$ cat src/sv/ohm_pkg.sv
// shared types and constants for the ordered bucket hash map
package ohm_pkg;

  localparam int BucketW   = 8;
  localparam int NumBuckets = 256;
  localparam int HashMul   = 17;
  localparam int LabelW    = 64;
  localparam int LenW      = 4;
  localparam int ValW      = 4;
  localparam int ValMax    = 15;
  localparam int TotalOutW = 24;
  localparam int InDataW   = 72;
  localparam int InUserW   = 1;
  localparam int OutDataW  = 32;
  localparam int OutUserW  = 3;

  typedef enum logic [2:0] {
    StAppended   = 3'd0,
    StUpdated    = 3'd1,
    StRemoved    = 3'd2,
    StNotFound   = 3'd3,
    StBucketFull = 3'd4
  } status_e;

  typedef enum logic [0:0] {
    FuncRemove = 1'b0,
    FuncInsert = 1'b1
  } func_e;

  typedef enum logic [2:0] {
    SIdle,
    SHash,
    SCount,
    SScan,
    SFinish,
    SScale,
    SDone
  } state_e;

endpackage

$ cat src/sv/ohm_count_ram.sv
// per-bucket fill counts, valid bits make unwritten buckets read as empty
module ohm_count_ram #(
  parameter int CW = 4
) (
  input  logic                        clk_i,
  input  logic                        rst_ni,
  input  logic                        wr_en_i,
  input  logic [ohm_pkg::BucketW-1:0] wr_addr_i,
  input  logic [CW-1:0]               wr_data_i,
  input  logic                        rd_en_i,
  input  logic [ohm_pkg::BucketW-1:0] rd_addr_i,
  output logic [CW-1:0]               rd_data_o
);
  import ohm_pkg::*;

  logic [CW-1:0]         mem [NumBuckets];
  logic [NumBuckets-1:0] valid_q;

  always_ff @(posedge clk_i or negedge rst_ni) begin
    if (!rst_ni) begin
      valid_q <= '0;
    end else if (wr_en_i) begin
      valid_q[wr_addr_i] <= 1'b1;
    end
  end

  always_ff @(posedge clk_i) begin
    if (wr_en_i) begin
      mem[wr_addr_i] <= wr_data_i;
    end
    if (rd_en_i) begin
      rd_data_o <= valid_q[rd_addr_i] ? mem[rd_addr_i] : '0;
    end
  end

endmodule

$ cat config.mk
export PLATFORM = sky130hd
export DESIGN_NAME = ohm_count_ram
export DESIGN_NICKNAME = d
export VERILOG_FILES = /design/src/sv/ohm_pkg.sv /design/src/sv/ohm_count_ram.sv
export SDC_FILE = /design/constraint.sdc
export NUM_CORES = 1
export LEC_CHECK = 0
export BUFFER_PORTS_ARGS = -buffer_cell sky130_fd_sc_hd__buf_4
export CELL_PAD_IN_SITES_DETAIL_PLACEMENT = 0
export CELL_PAD_IN_SITES_GLOBAL_PLACEMENT = 1
export CORE_ASPECT_RATIO = 0.9
export CORE_MARGIN = 10
export CORE_UTILIZATION = 55
export DETAILED_ROUTE_END_ITERATION = 6
export MAX_ROUTING_LAYER = met4
export PLACE_DENSITY_LB_ADDON = 0.1
export SLEW_MARGIN = 30
export SYNTH_ARGS = -nofsm -noshare
export SYNTH_HDL_FRONTEND = slang
export SYNTH_SLANG_ARGS = --single-unit
$ cat constraint.sdc
create_clock -name clk_i -period 2.7 [get_ports clk_i]
set_input_delay 0.54 -clock clk_i [delete_from_list [all_inputs] [get_ports clk_i]]
set_output_delay 0.54 -clock clk_i [all_outputs]
set_load 0.02 [all_outputs]
==> flow_metrics.env <==
export IMPL_status="finished clean"
export IMPL_vias_per_cell=6.20
export IMPL_cts_setup_buffers=0
export IMPL_place_gp_congestion=0.924
export IMPL_nets=3322
export IMPL_grt_first_pass_wirelength_um=202000
export IMPL_min_period_ns=2.63
export IMPL_syn_to_final_growth_pct=16.7
export IMPL_grtUsageTotal=0.267
export IMPL_peakVddDrop_uv=590
export IMPL_crit_path_frequent_cell="buf_4"
export IMPL_p_per_area_nw_per_um2=720
export IMPL_syn_cell_area_um2=51400
export IMPL_crit_arrival_ns=3.11
export IMPL_fin_crit_sh=0.972
export IMPL_die_w_um=342
export IMPL_cp_end_kind="flop"
export IMPL_slowest_stage="mux4_2"
export IMPL_cts_tree="built"
export IMPL_drtAntennaViolNets=0
export IMPL_initial_core_util=0.554
export IMPL_start_kind="input port"
export IMPL_clock_latency_ns=0.73
export IMPL_clockBufferDepth=3
export IMPL_io_pin_count=28
export IMPL_clk_root_buffer_cell="clkbuf_16"
export IMPL_synth_cells=2919
export IMPL_wl_per_cell_um=29.2
export IMPL_rsz0062_at_grt="false"
export IMPL_critPathBufInv=3
export IMPL_crit_chain="buf_8, buf_4, buf_4, mux4_2, nor3b_1, a31oi_1, nand4_1, or3_1, a21boi_1"
export IMPL_slowest_delay_ns=0.51
export IMPL_yosys_warnings=0
export IMPL_grt_pass1_vias=29700
export IMPL_overflow=0
export IMPL_netlist_cell_type_count=60
export IMPL_clk_transition_reported_paths_ns=0.06
export IMPL_ys_flop_type="edfxtp_1"
export IMPL_critPathMaxFanout=23
export IMPL_dp_hpwl_um=93300
export IMPL_antenna_found_initial=6
export IMPL_htree_levels=4
export IMPL_wirelength_um=136000
export IMPL_p_leak_uw=0.0223
export IMPL_firstDrtPassIters=7
export IMPL_drt_iter0_drc=2920
export IMPL_tightest_slew_ns=0.700
export IMPL_crit_type="input port to flop"
export IMPL_final_common_cell="edfxtp_1"
export IMPL_die_area_um2=106000
export IMPL_numCtsBuffers=132
export IMPL_core_area_um2=92800
export IMPL_ys_seq_elements=1284
export IMPL_yosys_top_cells_area="edfxtp_1 (60%), dfrtp_1 (12%), mux4_2 (9.8%)"
export IMPL_rows=106
export IMPL_slew_headroom=0.532
export IMPL_die_y_um=310
export IMPL_syn_nets=2943
export IMPL_num_vias=28900
export IMPL_utilization=0.646
export IMPL_finalHoldViolCount=0
export IMPL_grt_max_degree=92
export IMPL_portBuffers=27
export IMPL_placed_cells=4405
export IMPL_final_cell_count_no_fill=4658
export IMPL_yosysTopAreaCellShare=0.601
export IMPL_min_path_type="input port to flop"
export IMPL_synth_top_cell_by_area="edfxtp_1"
export IMPL_max_cap_viol_count=0
export IMPL_drv_slew=0
export IMPL_max_freq_mhz=381
export IMPL_cp_required_ns=3.18
export IMPL_cts_sinks=1284
export IMPL_drc=0
export IMPL_avgSynthCellArea_um2=17.6
export IMPL_clock_skew_ns=0.0204
export IMPL_ys_seq_area_frac=0.725
export IMPL_setup_viol=0
export IMPL_synth_edff_count=1028
export IMPL_mostFrequentLayoutCells="edfxtp_1 (1028), buf_4 (362), nor2_1 (289)"
export IMPL_cpLargestDelayFamily="buffers and inverters"
export IMPL_async_reset_ff_frac=0.199
export IMPL_drive_gt1_frac=0.329
-- cell type report --
class	instances	area [um^2]
diodes	6	15.0
inverters	3	11.3
clock inverters	70	763
clock buffers	176	3620
flip-flops and latches	1284	37300
multi-input cells	1461	13000
repair buffers	416	3740
fillers	6482	32800
well taps	1242	1550
-- worst paths after layout --
check / end / startpoint / slack [ns] / cells past startpoint
worst max-delay path: rd_data_o[2] / rd_addr_i[0] / 0.07 / 9
worst min-delay path: rd_data_o[0] / rd_en_i / 0.12 / 1
worst max register to register: rd_data_o[2] / valid_q[185] / 0.10 / 8
worst min register to register: valid_q[113] / valid_q[113] / 0.46 / 1
max in group asynchronous: valid_q[136] / rst_ni / 1.47 / 3
min in group asynchronous: valid_q[65] / rst_ni / 0.36 / 2
-- synthesized netlist by cell type, drive strengths merged, types with 2 or more instances --
cell type  count
a2111oi        2
a211oi         4
a21oi         48
a221oi         2
a22o           3
a22oi          9
a31oi         12
a41oi          4
and2           6
and3b          3
buf           90
clkbuf        81
dfrtp        256
edfxtp      1028
inv            2
mux2          17
mux2i        209
mux4         226
nand2         77
nand2b         3
nand3         33
nand4         15
nor2         289
nor2b         14
nor3          28
nor3b          2
nor4           4
o21a           3
o21ai         38
o221ai        94
o22ai         41
o31ai          4
or2          256
or3            2
-- registers in the layout, indices dropped and copies added, names as in the netlist --
register / count
valid_q: 256
mem: 1024
rd_data_o: 4
-- power by group --
group          internal (uW)  switching (uW)  total, uW  leakage, uW
logic                   1270            1620       2890      0.00743
registers              21700             187      21900       0.0127
clock network          10800            7540      18400      0.00213
-- per-stage QoR --
| stage | hold WS, ns | area, um^2 | setup TNS [ns] | total power [uW] | worst slack, ns |
|---|---|---|---|---|---|
| floorplan | 0.244 | 51400 | 0 | 23800 | 0.0735 |
| global placement | 0.444 | 55600 | -2.90 | 25100 | -0.920 |
| detailed placement | 0.449 | 55600 | -2.84 | 25200 | -0.816 |
| CTS | 0.0733 | 60000 | 0 | 43400 | 0.0600 |
| global route | 0.0838 | 60000 | 0 | 44500 | 0.00508 |
| finish | 0.116 | 60000 | 0 | 43200 | 0.0749 |
-- metal layers --
layer / wire, um / track usage
met1: 57000 / 0.370
met2: 63500 / 0.401
met3: 11300 / 0.0552
met4: 3990 / 0.0837
met5: 0 / -
-- cells by family (layout without fill, tap and decap cells) --
group,after synthesis,in the layout,share of synthesized area
flip-flops,1284,1284,0.725
AND/OR/NAND/NOR,735,735,0.0704
multiplexers,452,452,0.144
AO/OA/AOI/OAI,274,274,0.0384
buffers and inverters,174,665,0.0223
other,0,6,0
-- worst register-to-register path: stages, from the launching register on --
cell and delay [ns]:
dfrtp_1 0.37, mux4_1 0.59, mux4_2 0.51, a2bb2oi_1 0.15
a31oi_1 0.16, o21ai_1 0.13, buf_4 0.17, o2bb2ai_2 0.15
a21boi_1 0.14
-- what timing repair did --
| action | CTS | global route |
|---|---|---|
| hold buffers | 1 | 0 |
| endpoints found under the hold margin | 54 | 0 |
| gates resized for setup | 2 | 4 |
| setup endpoints to repair | 2 | 4 |
Power figures use the tool's default switching activity.
