$ cat src/sv/ohm_pkg.sv
// shared types and constants for the ordered bucket hash map
package ohm_pkg;

  localparam int BucketW   = 8;
  localparam int NumBuckets = 256;
  localparam int HashMul   = 17;
  localparam int LabelW    = 64;
  localparam int LenW      = 4;
  localparam int ValW      = 4;
  localparam int ValMax    = 15;
  localparam int TotalOutW = 24;
  localparam int InDataW   = 72;
  localparam int InUserW   = 1;
  localparam int OutDataW  = 32;
  localparam int OutUserW  = 3;

  typedef enum logic [2:0] {
    StAppended   = 3'd0,
    StUpdated    = 3'd1,
    StRemoved    = 3'd2,
    StNotFound   = 3'd3,
    StBucketFull = 3'd4
  } status_e;

  typedef enum logic [0:0] {
    FuncRemove = 1'b0,
    FuncInsert = 1'b1
  } func_e;

  typedef enum logic [2:0] {
    SIdle,
    SHash,
    SCount,
    SScan,
    SFinish,
    SScale,
    SDone
  } state_e;

endpackage

$ cat src/sv/ohm_hash.sv
// byte-serial label hash, one character per cycle
module ohm_hash (
  input  logic                         clk_i,
  input  logic                         rst_ni,
  input  logic                         start_i,
  input  logic [ohm_pkg::LabelW-1:0]   chars_i,
  input  logic [ohm_pkg::LenW-1:0]     len_i,
  output logic                         done_o,
  output logic [ohm_pkg::BucketW-1:0]  hash_o
);
  import ohm_pkg::*;

  logic                 busy_q, busy_d;
  logic [LenW-1:0]      idx_q, idx_d;
  logic [LenW-1:0]      len_q, len_d;
  logic [LabelW-1:0]    chars_q, chars_d;
  logic [BucketW-1:0]   h_q, h_d;
  logic [BucketW-1:0]   sum;

  assign sum    = h_q + chars_q[8*idx_q[2:0] +: 8];
  assign done_o = busy_q && (idx_q == len_q);
  assign hash_o = h_q;

  always_comb begin
    busy_d  = busy_q;
    idx_d   = idx_q;
    len_d   = len_q;
    chars_d = chars_q;
    h_d     = h_q;
    if (start_i) begin
      busy_d  = 1'b1;
      idx_d   = '0;
      len_d   = len_i;
      chars_d = chars_i;
      h_d     = '0;
    end else if (done_o) begin
      busy_d = 1'b0;
    end else if (busy_q) begin
      h_d   = BucketW'(sum * BucketW'(HashMul));
      idx_d = idx_q + 1'b1;
    end
  end

  always_ff @(posedge clk_i or negedge rst_ni) begin
    if (!rst_ni) begin
      busy_q <= 1'b0;
    end else begin
      busy_q <= busy_d;
    end
  end

  always_ff @(posedge clk_i) begin
    idx_q   <= idx_d;
    len_q   <= len_d;
    chars_q <= chars_d;
    h_q     <= h_d;
  end

endmodule

$ cat config.mk
export PLATFORM = sky130hd
export DESIGN_NAME = ohm_hash
export DESIGN_NICKNAME = d
export VERILOG_FILES = /design/src/sv/ohm_pkg.sv /design/src/sv/ohm_hash.sv
export SDC_FILE = /design/constraint.sdc
export NUM_CORES = 1
export LEC_CHECK = 0
export BUFFER_PORTS_ARGS = -buffer_cell sky130_fd_sc_hd__buf_2
export CAP_MARGIN = 10
export CORE_ASPECT_RATIO = 0.75
export CORE_MARGIN = 2
export CORE_UTILIZATION = 53
export DETAILED_ROUTE_END_ITERATION = 6
export HOLD_SLACK_MARGIN = 0.15
export PLACE_DENSITY = 0.88
export SYNTH_ARGS = -nofsm -noshare
export SYNTH_HDL_FRONTEND = slang
export SYNTH_SLANG_ARGS = --single-unit
$ cat constraint.sdc
create_clock -name clk_i -period 5.5 [get_ports clk_i]
set_input_delay 0.825 -clock clk_i [delete_from_list [all_inputs] [get_ports clk_i]]
set_output_delay 0.825 -clock clk_i [all_outputs]
set_load 0.005 [all_outputs]
==> results.toml <==
[yosys]
synth_flop_cell = "edfxtp_1"
yosysTopAreaCell = "edfxtp_1"
synthTopCellsByArea = "edfxtp_1 (59%), dfxtp_1 (6.9%), mux4_2 (6.5%)"
synth_simple_gate_area_frac = 0.0403
synthAdderAreaFrac = 0.0547
syn_area_sq_um = 3480
ys_seq_area_frac = 0.664
synth.area.mux_share = 0.139
synth_xor_area_frac = 0.0378
syn_nets = 292
yosys_warnings = 0
synth-compound-area-share = 0.0392
syn_inst = 207
async_reset_ff_frac = 0.0123
synth_cell_types = 34
synth_common_cells = "edfxtp_1 (68), nand2_1 (17)"
avgSynthCellArea_sq_um = 16.8
synth.most_common_cell = "edfxtp_1"
ys_seq_elements = 81
synth-edff-count = 68
yosys.area.top_type_share = 0.587
synth_top_family_by_area = "multiplexers"

[flow_run]
cap_violations = 0

[clocking]
clkTransAtPathRegs_ps = 80
cts_sinks = 81
numCtsBuffers = 9
postCtsSetupBuffers = 0
htreeDepth = 3
clkLatencyLatePin_ps = 350
root_buffer = "clkbuf_8"
cts_resized = 0
cts_tree = "done"
cts_hold_buf = 0
clockBufferDepth = 2

[worst_hold_path]
min_path_type = "in2async"

[timing]
period_share = 0.817
setup_violations = 0
worstMarginPinSlew_ps = 804
maxSlewViolCount = 0
hold_violations = 0
fmax_mhz = 222
skew_ps = 7.02
min_period_ps = 4490
worst_slack_ps = 1010
rsz0062_at_grt = "no"
timing.slew.headroom = 0.464
setup_tns_ps = 0

[pwr]
seqPwrFrac = 0.371
p_total_mw = 2.20
p_switching_uw = 742
power.density_nw_per_um2 = 527
swShare = 0.338
p_clk_frac = 0.207
p_comb_frac = 0.422
ir_worst_vdd_uv = 371
p_int_mw = 1.45
p_leak_nw = 1.67

[critical_path]
crit_top_cell = "xnor2_1"
crit_type = "reg2reg"
crit_buf_inv = 3
cp_max_fo = 8
worstSetupEndpointType = "flop"
worstPathCellList = "mux4_1 -> mux2_2 -> ha_1 -> inv_1 -> fa_1 -> inv_1 -> a21o_1 -> a21oi_1 -> o21bai_1 -> a21oi_1 -> xnor2_1 -> ha_1 -> inv_1 -> fa_1 -> xnor2_1 -> xnor2_1 -> xnor2_1 -> a21oi_1 -> a311o_1"
arrival_ps = 4740
cp_slowest_cell = "dfxtp_1"
start_kind = "flop"
worst_path_largest_cell_delay_ps = 630
worstPathRequired_ps = 5740
critPathTopFamily = "adder cells"

[global_routing]
grt_overflow = 0
antenna_found_initial = 0
grt_pass1_vias = 1995
grt_pass1_wl_um = 9670
grt_max_degree = 45
grt.total_usage = 0.179

[floorplan]
dieArea_sq_um = 7230
die_height_um = 74.1
io_pins = 80
start_util = 0.550
core_area_sq_um = 6320
die_x_um = 97.5
rows = 25

[final_layout]
drive_gt1_frac = 0.387
n_antenna_cell = 0
nets = 377
final_cells = 378
syn_to_final_growth_pct = 19.8

[placement]
place.gp.congestion = 0.833
pre_cts_slack_ps = 989
numPortBuffers = 79
hpwlAfterDp_um = 4430
place_inst = 362

[detailed_routing]
vias = 1985
viasPerCell = 5.25
drt-total-wl_um = 5900
drc = 0
first_pass_iters = 4
ant_nets = 0
drt_iter0_markers = 116
wl_per_cell_um = 15.6

[run_status]
status = "complete, no violations"
-- power groups by stage --
| stage | clock network (mW) | logic, mW | registers, mW |
|---|---|---|---|
| final | 0.456 | 0.927 | 0.814 |
| after global routing | 0.491 | 1.05 | 0.827 |
| after CTS | 0.465 | 0.940 | 0.817 |
| after detailed placement | 0 | 0.931 | 0.832 |
| after global placement | 0 | 0.898 | 0.827 |
| after floorplan | 0 | 0.762 | 0.792 |
-- logic make-up (layout without fill, tap and decap cells) --
logic type      after synthesis  after routing
compound gates               22             22
xor+xnor                     15             15
fa+ha+maj                    14             14
buf+inv                      19            109
flops                        81             81
mux                          24             24
simple gates                 32             32
-- layout by cell type (no fill, tap or decap), types with 4 or more instances in the layout --
master / synthesis / final
a21oi_1: 12 / 12
buf_2: 4 / 79
clkbuf_8: 0 / 9
dfxtp_1: 12 / 12
edfxtp_1: 68 / 68
ha_1: 12 / 12
inv_1: 11 / 11
inv_6: 0 / 4
mux2_2: 6 / 6
mux4_1: 6 / 6
mux4_2: 10 / 10
nand2_1: 17 / 17
nor2_1: 7 / 7
xnor2_1: 12 / 12
-- area by class of cell --
type | count | area [sq um]
flip-flops and latches | 81 | 2310
fillers | 435 | 2150
multi-input cells | 107 | 1080
repair buffers | 82 | 418
clock buffers | 9 | 124
well taps | 81 | 101
clock inverters | 7 | 92.6
inverters | 11 | 41.3
-- worst reg2reg max path, delay by kind of cell (launching register included) --
family          cells  cell delay, ps
xor+xnor            4             570
flops               1             630
fa+ha+maj           4            1110
compound gates      6            1020
mux                 2             890
buf+inv             3             170
-- sequential cells by signal, indices dropped and copies added, names as in the netlist --
| name | cells |
|---|---|
| busy_q | 1 |
| len_q | 4 |
| chars_q | 64 |
| hash_o | 8 |
| idx_q | 4 |
-- metrics by stage --
| step | util | instance area [sq um] | hold WS [ps] |
|---|---|---|---|
| 2_1_floorplan | - | 3480 | 469 |
| 3_3_place_gp | 0.625 | 3950 | 464 |
| 3_5_place_dp | 0.625 | 3950 | 473 |
| 4_1_cts | 0.659 | 4170 | 218 |
| 5_1_grt | 0.659 | 4170 | 209 |
| 6_report | 0.659 | 4170 | 230 |
-- final timing paths --
kind | startpoint | to | slack (ps) | cells after the start
max reg2reg | idx_q[0]$_SDFFE_PP0P_ | hash_o[7]$_SDFFE_PP0P_ | 1010 | 19
max in group asynchronous | rst_ni | busy_q$_DFFE_PN0P_ | 5190 | 1
min | rst_ni | busy_q$_DFFE_PN0P_ | 230 | 1
min in group clk_i | hash_o[0]$_SDFFE_PP0P_ | hash_o[0]$_SDFFE_PP0P_ | 480 | 2
max | idx_q[0]$_SDFFE_PP0P_ | hash_o[7]$_SDFFE_PP0P_ | 1010 | 19
min reg2reg | hash_o[0]$_SDFFE_PP0P_ | hash_o[0]$_SDFFE_PP0P_ | 480 | 2
-- layer usage --
layer | part of all wire | vias up | GRT usage | routed length [um]
met2 | 0.46 | 83 | 0.277 | 2710
met5 | 0 | - | 0 | 0
met4 | 0.0093 | 0 | 0.0463 | 55
met3 | 0.072 | 8 | 0.0695 | 424
li1 | - | 962 | - | -
met1 | 0.46 | 932 | 0.247 | 2710
Power figures use the tool's default switching activity.
